## src/rtl/fpfl_pkg.sv

```systemverilog
`timescale 1ns / 1ps
// ----------------------------------------------------------------------------
// fpfl_pkg
// Shared types and constants for the fixed-size pool free list.
// ----------------------------------------------------------------------------
package fpfl_pkg;

    localparam int MAX_CHUNKS = 256;
    localparam int IDX_W      = $clog2(MAX_CHUNKS);
    localparam int CNT_W      = IDX_W + 1;
    localparam int ADDR_W     = 32;
    localparam int SIZE_W     = 16;
    localparam int CFG_IDX_W  = 2;
    localparam int CFG_DATA_W = 32;

    localparam logic [CNT_W-1:0]  MAX_COUNT       = CNT_W'(MAX_CHUNKS);
    localparam logic [ADDR_W-1:0] BASE_RESET      = '0;
    localparam logic [SIZE_W-1:0] CHUNK_BYTES_RST = SIZE_W'(64);
    localparam logic [CNT_W-1:0]  CHUNK_COUNT_RST = CNT_W'(16);

    // operation codes (s_tuser)
    localparam logic [1:0] FUNC_ALLOC    = 2'd0;
    localparam logic [1:0] FUNC_FREE     = 2'd1;
    localparam logic [1:0] FUNC_FREE_ALL = 2'd2;

    // result status codes (m_tuser)
    localparam logic [1:0] STATUS_OK        = 2'd0;
    localparam logic [1:0] STATUS_NO_MEMORY = 2'd1;
    localparam logic [1:0] STATUS_BAD_INDEX = 2'd2;

    // configuration register indexes
    localparam logic [CFG_IDX_W-1:0] CFG_BASE_ADDRESS = 2'd0;
    localparam logic [CFG_IDX_W-1:0] CFG_CHUNK_BYTES  = 2'd1;
    localparam logic [CFG_IDX_W-1:0] CFG_CHUNK_COUNT  = 2'd2;

    typedef struct packed {
        logic             push;
        logic             pop;
        logic             clear;
        logic [IDX_W-1:0] idx;
    } stack_cmd_t;

    typedef struct packed {
        logic             nonempty;
        logic [IDX_W-1:0] top;
    } stack_stat_t;

endpackage

```

## src/rtl/fpfl_stack.sv

```systemverilog
`timescale 1ns / 1ps
// ----------------------------------------------------------------------------
// fpfl_stack
// Linked LIFO of freed chunk indexes. The link memory has a registered read;
// the top's link and the link below it are kept ready so pops run
// back to back.
// ----------------------------------------------------------------------------
module fpfl_stack (
    input  logic                 aclk,
    input  logic                 aresetn,
    input  fpfl_pkg::stack_cmd_t cmd,
    output fpfl_pkg::stack_stat_t stat
);
    import fpfl_pkg::*;

    logic [IDX_W-1:0] link_mem [MAX_CHUNKS];

    logic             nonempty_reg, nonempty_next;
    logic [IDX_W-1:0] top_reg, top_next;
    logic [IDX_W-1:0] l1_reg, l1_next;     // link of top
    logic [IDX_W-1:0] rd_data_reg;         // link of l1, from memory
    logic             byp_hit_reg;
    logic [IDX_W-1:0] byp_data_reg;
    logic [IDX_W-1:0] l2;
    logic             wr_en;
    logic [IDX_W-1:0] wr_data;

    assign l2      = byp_hit_reg ? byp_data_reg : rd_data_reg;
    assign wr_en   = cmd.push;
    assign wr_data = nonempty_reg ? top_reg : cmd.idx;

    always_comb begin
        nonempty_next = nonempty_reg;
        top_next      = top_reg;
        l1_next       = l1_reg;
        if (cmd.clear) begin
            nonempty_next = 1'b0;
            top_next      = '0;
        end else if (cmd.push) begin
            nonempty_next = 1'b1;
            top_next      = cmd.idx;
            l1_next       = wr_data;
        end else if (cmd.pop) begin
            // a self-link marks the bottom of the stack
            if (l1_reg == top_reg) begin
                nonempty_next = 1'b0;
            end else begin
                top_next = l1_reg;
                l1_next  = l2;
            end
        end
    end

    always_ff @(posedge aclk) begin
        if (!aresetn) begin
            nonempty_reg <= 1'b0;
            top_reg      <= '0;
            byp_hit_reg  <= 1'b0;
        end else begin
            nonempty_reg <= nonempty_next;
            top_reg      <= top_next;
            byp_hit_reg  <= wr_en && (cmd.idx == l1_next);
        end
    end

    always_ff @(posedge aclk) begin
        if (wr_en) begin
            link_mem[cmd.idx] <= wr_data;
        end
        rd_data_reg  <= link_mem[l1_next];
        byp_data_reg <= wr_data;
        l1_reg       <= l1_next;
    end

    assign stat.nonempty = nonempty_reg;
    assign stat.top      = top_reg;

endmodule

```

## src/rtl/fixed_pool_free_list.sv

```systemverilog
`timescale 1ns / 1ps
// ----------------------------------------------------------------------------
// fixed_pool_free_list
// Pool allocator for equal-sized chunks with a LIFO free list.
// ----------------------------------------------------------------------------
// Takes one operation per clock (allocate, free, free all) and returns one
// result per operation in the cycle after acceptance, from a single output
// register; s_tready only drops while that register holds a result the
// consumer has not taken. Freed chunks are chained through a 256 x 8 link
// memory with a registered read; the top of the chain and the next link are
// held in registers so that allocates and frees can follow each other every
// cycle. Allocates with no freed chunk waiting hand out never-issued chunks from
// chunk_count-1 (as of reset or last free all) down. The address path is one
// 8 x 16 multiply and a 32-bit add. No clearing pass is needed after reset.
module fixed_pool_free_list (
    input  logic                                aclk,
    input  logic                                aresetn,
    // configuration writes
    input  logic                                cfg_valid,
    output logic                                cfg_ready,
    input  logic [fpfl_pkg::CFG_IDX_W-1:0]      cfg_index,
    input  logic [fpfl_pkg::CFG_DATA_W-1:0]     cfg_data,
    // operations
    input  logic                                s_tvalid,
    output logic                                s_tready,
    input  logic [7:0]                          s_tdata,  // [7:0] release_index
    input  logic [1:0]                          s_tuser,  // [1:0] func
    // results
    output logic                                m_tvalid,
    input  logic                                m_tready,
    output logic [39:0]                         m_tdata,  // [7:0] granted_index,
                                                          // [39:8] granted_address
    output logic [1:0]                          m_tuser   // [1:0] status
);
    import fpfl_pkg::*;

    logic [ADDR_W-1:0] base_reg;
    logic [SIZE_W-1:0] chunk_bytes_reg;
    logic [CNT_W-1:0]  chunk_count_reg;
    logic [CNT_W-1:0]  eff_count;

    logic [CNT_W-1:0]  fresh_reg, fresh_next;
    logic              m_valid_reg;
    logic [1:0]        status_reg, status_next;
    logic [IDX_W-1:0]  gidx_reg, gidx_next;
    logic [ADDR_W-1:0] gaddr_reg, gaddr_next;

    logic              acc;
    logic [1:0]        func;
    logic [IDX_W-1:0]  rel;
    logic              range_err;
    logic [IDX_W-1:0]  alloc_idx;
    logic              alloc_ok;
    logic [IDX_W+SIZE_W-1:0] offset;

    stack_cmd_t  cmd;
    stack_stat_t stat;

    assign cfg_ready = 1'b1;

    always_ff @(posedge aclk) begin
        if (!aresetn) begin
            base_reg        <= BASE_RESET;
            chunk_bytes_reg <= CHUNK_BYTES_RST;
            chunk_count_reg <= CHUNK_COUNT_RST;
        end else if (cfg_valid) begin
            unique case (cfg_index)
                CFG_BASE_ADDRESS: base_reg        <= cfg_data[ADDR_W-1:0];
                CFG_CHUNK_BYTES:  chunk_bytes_reg <= cfg_data[SIZE_W-1:0];
                CFG_CHUNK_COUNT:  chunk_count_reg <= cfg_data[CNT_W-1:0];
                default: ;
            endcase
        end
    end

    assign eff_count = (chunk_count_reg > MAX_COUNT) ? MAX_COUNT : chunk_count_reg;

    assign s_tready = !m_valid_reg || m_tready;
    assign acc      = s_tvalid && s_tready;
    assign func     = s_tuser;
    assign rel      = s_tdata[IDX_W-1:0];

    assign range_err = ({1'b0, rel} >= eff_count);
    assign alloc_ok  = stat.nonempty || (fresh_reg != '0);
    assign alloc_idx = stat.nonempty ? stat.top : IDX_W'(fresh_reg - CNT_W'(1));
    assign offset    = alloc_idx * chunk_bytes_reg;

    always_comb begin
        cmd         = '0;
        cmd.idx     = rel;
        fresh_next  = fresh_reg;
        status_next = STATUS_OK;
        gidx_next   = '0;
        gaddr_next  = '0;
        case (func)
            FUNC_ALLOC: begin
                if (alloc_ok) begin
                    gidx_next  = alloc_idx;
                    gaddr_next = base_reg + ADDR_W'(offset);
                    if (stat.nonempty) begin
                        cmd.pop = acc;
                    end else if (acc) begin
                        fresh_next = fresh_reg - CNT_W'(1);
                    end
                end else begin
                    status_next = STATUS_NO_MEMORY;
                end
            end
            FUNC_FREE: begin
                if (range_err) begin
                    status_next = STATUS_BAD_INDEX;
                end else begin
                    cmd.push = acc;
                end
            end
            FUNC_FREE_ALL: begin
                cmd.clear = acc;
                if (acc) begin
                    fresh_next = eff_count;
                end
            end
            default: ;
        endcase
    end

    always_ff @(posedge aclk) begin
        if (!aresetn) begin
            fresh_reg   <= CHUNK_COUNT_RST;
            m_valid_reg <= 1'b0;
        end else begin
            fresh_reg <= fresh_next;
            if (acc) begin
                m_valid_reg <= 1'b1;
            end else if (m_tready) begin
                m_valid_reg <= 1'b0;
            end
        end
    end

    always_ff @(posedge aclk) begin
        if (acc) begin
            status_reg <= status_next;
            gidx_reg   <= gidx_next;
            gaddr_reg  <= gaddr_next;
        end
    end

    fpfl_stack u_stack (
        .aclk    (aclk),
        .aresetn (aresetn),
        .cmd     (cmd),
        .stat    (stat)
    );

    assign m_tvalid = m_valid_reg;
    assign m_tdata  = {gaddr_reg, gidx_reg};
    assign m_tuser  = status_reg;

    // error results never carry a grant
    a_err_no_grant: assert property (@(posedge aclk) disable iff (!aresetn)
        (m_valid_reg && status_reg != STATUS_OK) |-> (gidx_reg == '0 && gaddr_reg == '0))
        else $error("error result carries a grant");

    // an accepted in-range free becomes the top of the stack
    a_free_top: assert property (@(posedge aclk) disable iff (!aresetn)
        (acc && func == FUNC_FREE && !range_err) |=> (stat.nonempty && stat.top == $past(rel)))
        else $error("freed chunk is not on top of the stack");

    // free all empties the stack
    a_free_all: assert property (@(posedge aclk) disable iff (!aresetn)
        (acc && func == FUNC_FREE_ALL) |=> !stat.nonempty)
        else $error("stack not empty after free all");

    // fresh count never exceeds the pool capacity
    a_fresh_max: assert property (@(posedge aclk) disable iff (!aresetn)
        fresh_reg <= MAX_COUNT)
        else $error("fresh count beyond capacity");

endmodule

```

## config.mk

```make
export PLATFORM = sky130hd
export DESIGN_NAME = fixed_pool_free_list
export DESIGN_NICKNAME = d
export VERILOG_FILES = /design/src/rtl/fpfl_pkg.sv /design/src/rtl/fpfl_stack.sv /design/src/rtl/fixed_pool_free_list.sv
export SDC_FILE = /design/constraint.sdc
export NUM_CORES = 2
export LEC_CHECK = 0
export ABC_AREA = 0
export BUFFER_PORTS_ARGS = -buffer_cell sky130_fd_sc_hd__buf_2
export CAP_MARGIN = 30
export CORE_ASPECT_RATIO = 2
export CORE_MARGIN = 5
export CORE_UTILIZATION = 35
export DETAILED_ROUTE_END_ITERATION = 16
export PLACE_DENSITY = 0.58
export SLEW_MARGIN = 30
export SYNTH_ARGS = -nofsm -noshare
export SYNTH_HDL_FRONTEND = slang
export SYNTH_HIERARCHICAL = 1
export SYNTH_SLANG_ARGS = --single-unit
```

## constraint.sdc

```tcl
create_clock -name aclk -period 6.4 [get_ports aclk]
set_clock_uncertainty 0.2 [all_clocks]
set_input_delay 0.96 -clock aclk [delete_from_list [all_inputs] [get_ports aclk]]
set_output_delay 0.96 -clock aclk [all_outputs]
set_load 0.01 [all_outputs]
```

==> flow_metrics.env <==
export IMPL_status="finished, final reports clean"
export IMPL_synth_seq_area_share_pct=70.49
export IMPL_place_area_sq_um=99430
export IMPL_vdd_drop_max_mv=0.2759
export IMPL_met3_length_um=14790
export IMPL_ios=94
export IMPL_startpoint="chunk_count_reg[8]"
export IMPL_synth_warnings=6
export IMPL_gp_congestion=0.9218
export IMPL_timing_rr_end="u_stack/rd_data_reg[0]"
export IMPL_path_class="reg2reg"
export IMPL_period_share_pct=97.47
export IMPL_synth_ff_latch_count=2191
export IMPL_p_per_area_nw_per_um2=391.1
export IMPL_dr_pass1_iters=6
export IMPL_setup_viol=0
export IMPL_track_usage_pct=20.55
export IMPL_r2r_start="chunk_count_reg[8]"
export IMPL_clk_path_buf_depth=4
export IMPL_hold_class="in2reg"
export IMPL_die_w_um=372.3
export IMPL_holdPathStages=3
export IMPL_top_layer_used="met5"
export IMPL_timing_fmax_mhz=160.3
export IMPL_antenna_found_initial=12
export IMPL_vias_per_cell=5.521
export IMPL_insertion_delay_ns=0.89
export IMPL_die_y_um=734.7
export IMPL_worstPathArrival_ns=6.75
export IMPL_port_buffers=92
export IMPL_die_area_sq_um=273500
export IMPL_cts_root_buf="clkbuf_16"
export IMPL_wl_met1_um=90490
export IMPL_rows=266
export IMPL_vias=56214
export IMPL_synth_area_sq_um=91900
export IMPL_nNetsFinal=6762
export IMPL_routed_wire_length_per_instance_um=28.29
export IMPL_finalHoldViolCount=0
export IMPL_area_delta_synth_final_pct=15.34
export IMPL_cp_max_fo=38
export IMPL_met2WireLength_um=155000
export IMPL_synth_cell_type_count=96
export IMPL_start_util_pct=35.08
export IMPL_crit_required_ns=6.92
export IMPL_startpoint_type="flop"
export IMPL_largest_register_ffs=2048
export IMPL_tightest_slew_ns=1.034
export IMPL_cts_tree="yes"
export IMPL_grt_pass1_wl_um=408800
export IMPL_wl_um=288100
export IMPL_clk_pin_slew_ns=0.07
export IMPL_core_area_sq_um=261900
export IMPL_drv_slew=0
export IMPL_grt_pass1_vias=57960
export IMPL_first_iter_violations=4994
export IMPL_drc_errors=0
export IMPL_grt_overflow_total=0
export IMPL_finish_instance_area_sq_um=106000
export IMPL_async_flop_share_pct=0
export IMPL_synth_nets=6398
export IMPL_p_leak_nw=35.41
export IMPL_cap_violations=0
export IMPL_ff2ff_path_depth=23
export IMPL_synth_edf_count=2090
export IMPL_fin_tns_setup_ns=0
export IMPL_cts_hold_buffers_added=0
export IMPL_htree_num_levels=4
export IMPL_rsz0062_at_grt="yes"
export IMPL_crit_path_end_kind="flop"
export IMPL_r2r_setup_slack_ns=0.16
export IMPL_avgSynthCellArea_sq_um=14.86
export IMPL_drive_gt1_share_pct=17.84
export IMPL_ant_nets=0
export IMPL_synth_ff_type="edfxtp_1"
export IMPL_syn_inst=6185
export IMPL_max_slew_margin_pct=31.07
export IMPL_hpwl_um=197400
export IMPL_period_needed_ns=6.238
export IMPL_grt_max_degree=158
export IMPL_clock_sink_count=2191
export IMPL_cp_endpoint="u_stack/rd_data_reg[0]"
export IMPL_cts_buffers=183
export IMPL_fillCellCount=23890
## through the flow
step | utilization (%) | hold slack, ns | setup WS, ns | instances | power, mW
floorplan | - | 0.2363 | 0.1692 | 6185 | 23.51
global placement | 37.94 | 0.2435 | -0.3957 | 9837 | 29.92
detailed placement | 37.96 | 0.2524 | -0.3264 | 9838 | 29.99
CTS | 40.27 | 0.09631 | -0.009708 | 10165 | 41.49
global route | 40.46 | 0.1269 | -0.01008 | 10179 | 42.72
finish | 40.47 | 0.1321 | 0.1620 | 10182 | 41.45
## cell families after synthesis
logic type	share of synthesized area (%)
multiplexers	7.118
adder cells (fa/ha/maj)	3.099
AND/OR/NAND/NOR	8.063
AO/OA/AOI/OAI	7.912
XOR/XNOR	0.4044
other	0.004081
flip-flops	70.49
buffers and inverters	2.905
## metal layers
layer | global-route usage, % | up-vias
met5 | 0 | -
met4 | 16.09 | 2
met3 | 2.462 | 829
met2 | 38.38 | 2240
met1 | 20.32 | 28966
li1 | - | 24177
## cells in the final DEF, fill, tap and decap left out, drive strengths merged, types with 52 or more instances in the layout
| cell type | Yosys | layout |
|---|---|---|
| nand2 | 825 | 825 |
| ha | 58 | 58 |
| a32oi | 55 | 55 |
| nor2b | 69 | 69 |
| mux2i | 217 | 217 |
| nor3 | 59 | 59 |
| clkinv | 0 | 62 |
| nor2 | 373 | 373 |
| a22oi | 93 | 93 |
| o21ai | 84 | 84 |
| nand4 | 52 | 52 |
| mux4 | 174 | 174 |
| a21oi | 388 | 388 |
| dfxtp | 101 | 101 |
| a221oi | 102 | 102 |
| clkbuf | 194 | 223 |
| buf | 205 | 578 |
| a211oi | 85 | 85 |
| nand3 | 148 | 148 |
| edfxtp | 2090 | 2090 |
| fa | 106 | 106 |
| inv | 215 | 219 |
## power breakdown
part	switching [mW]	total [mW]	internal, mW
Combinational	8.84	14.0	5.14
Sequential	0.0892	15.9	15.8
Clock	5.15	11.5	6.39
Total	14.1	41.5	27.4
## worst min path at each step
stage / start / endpoint / slack [ns]
5_1_grt: cfg_data[5] / base_reg[5] / 0.13
4_1_cts: cfg_data[27] / base_reg[27] / 0.1
3_3_place_gp: base_reg[4] / base_reg[4] / 0.24
6_report: cfg_data[27] / base_reg[27] / 0.13
2_1_floorplan: base_reg[10] / base_reg[10] / 0.24
3_5_place_dp: base_reg[3] / base_reg[3] / 0.25
## cell type report
cell class | count | area, sq um | area share [%]
clock buffers | 223 | 4793 | 4.522
well taps | 3484 | 4359 | 4.113
flip-flops and latches | 2191 | 64780 | 61.12
multi-input cells | 3380 | 25150 | 23.73
diodes | 9 | 22.52 | 0.02125
clock inverters | 102 | 1196 | 1.129
repair buffers | 578 | 4860 | 4.585
inverters | 215 | 829.5 | 0.7827
## repair_timing
action,in CTS,in global routing
setup endpoints to repair,15,26
buffers inserted,2,5
cloned,0,1
endpoints found under the hold margin,0,0
pin swaps,0,36
gates resized for setup,10,76
## cells in the mapped netlist, types with 25 or more instances
cell	number	area share [%]
edfxtp_1	2090	68
nand2_1	825	3.4
a21oi_1	384	2.1
nor2_1	371	1.5
mux2i_1	217	2.4
inv_1	210	0.86
clkbuf_1	190	0.78
mux4_2	172	4.2
nand3_1	147	0.80
buf_2	133	0.72
fa_1	106	2.3
dfxtp_1	101	2.2
a221oi_1	95	0.91
a22oi_1	93	0.76
a211oi_1	84	0.69
nor2b_1	69	0.47
ha_1	58	0.79
a32oi_1	55	0.52
o21ai_0	54	0.29
nor3_1	53	0.29
nand4_1	50	0.34
and2_1	43	0.29
o22ai_1	41	0.28
a31oi_1	39	0.27
mux2_2	37	0.45
a311oi_1	36	0.34
buf_1	33	0.13
buf_4	31	0.25
nand2b_1	29	0.20
o21ai_1	25	0.14
## worst max-delay path, cell delays in order (launching register included)
cell and delay (ns):
dfxtp_1 0.42, nor2b_2 0.30, ha_1 0.28, nand2b_1 0.14, a21oi_1 0.14, nor2b_1 0.06
o21ai_0 0.17, a21oi_1 0.11, o41ai_2 0.27, and4b_1 0.39, buf_12 0.18, nor3b_2 0.06
nand2_1 0.06, a21oi_1 0.06, a211oi_4 0.29, buf_12 0.21, buf_12 0.35, buf_4 0.43
nand2_1 0.33, a2bb2oi_1 0.24, o22ai_1 0.44, o22ai_1 0.27, o31ai_2 0.45, o32ai_1 0.13
Note: power is estimated with default switching activity, not from simulation.
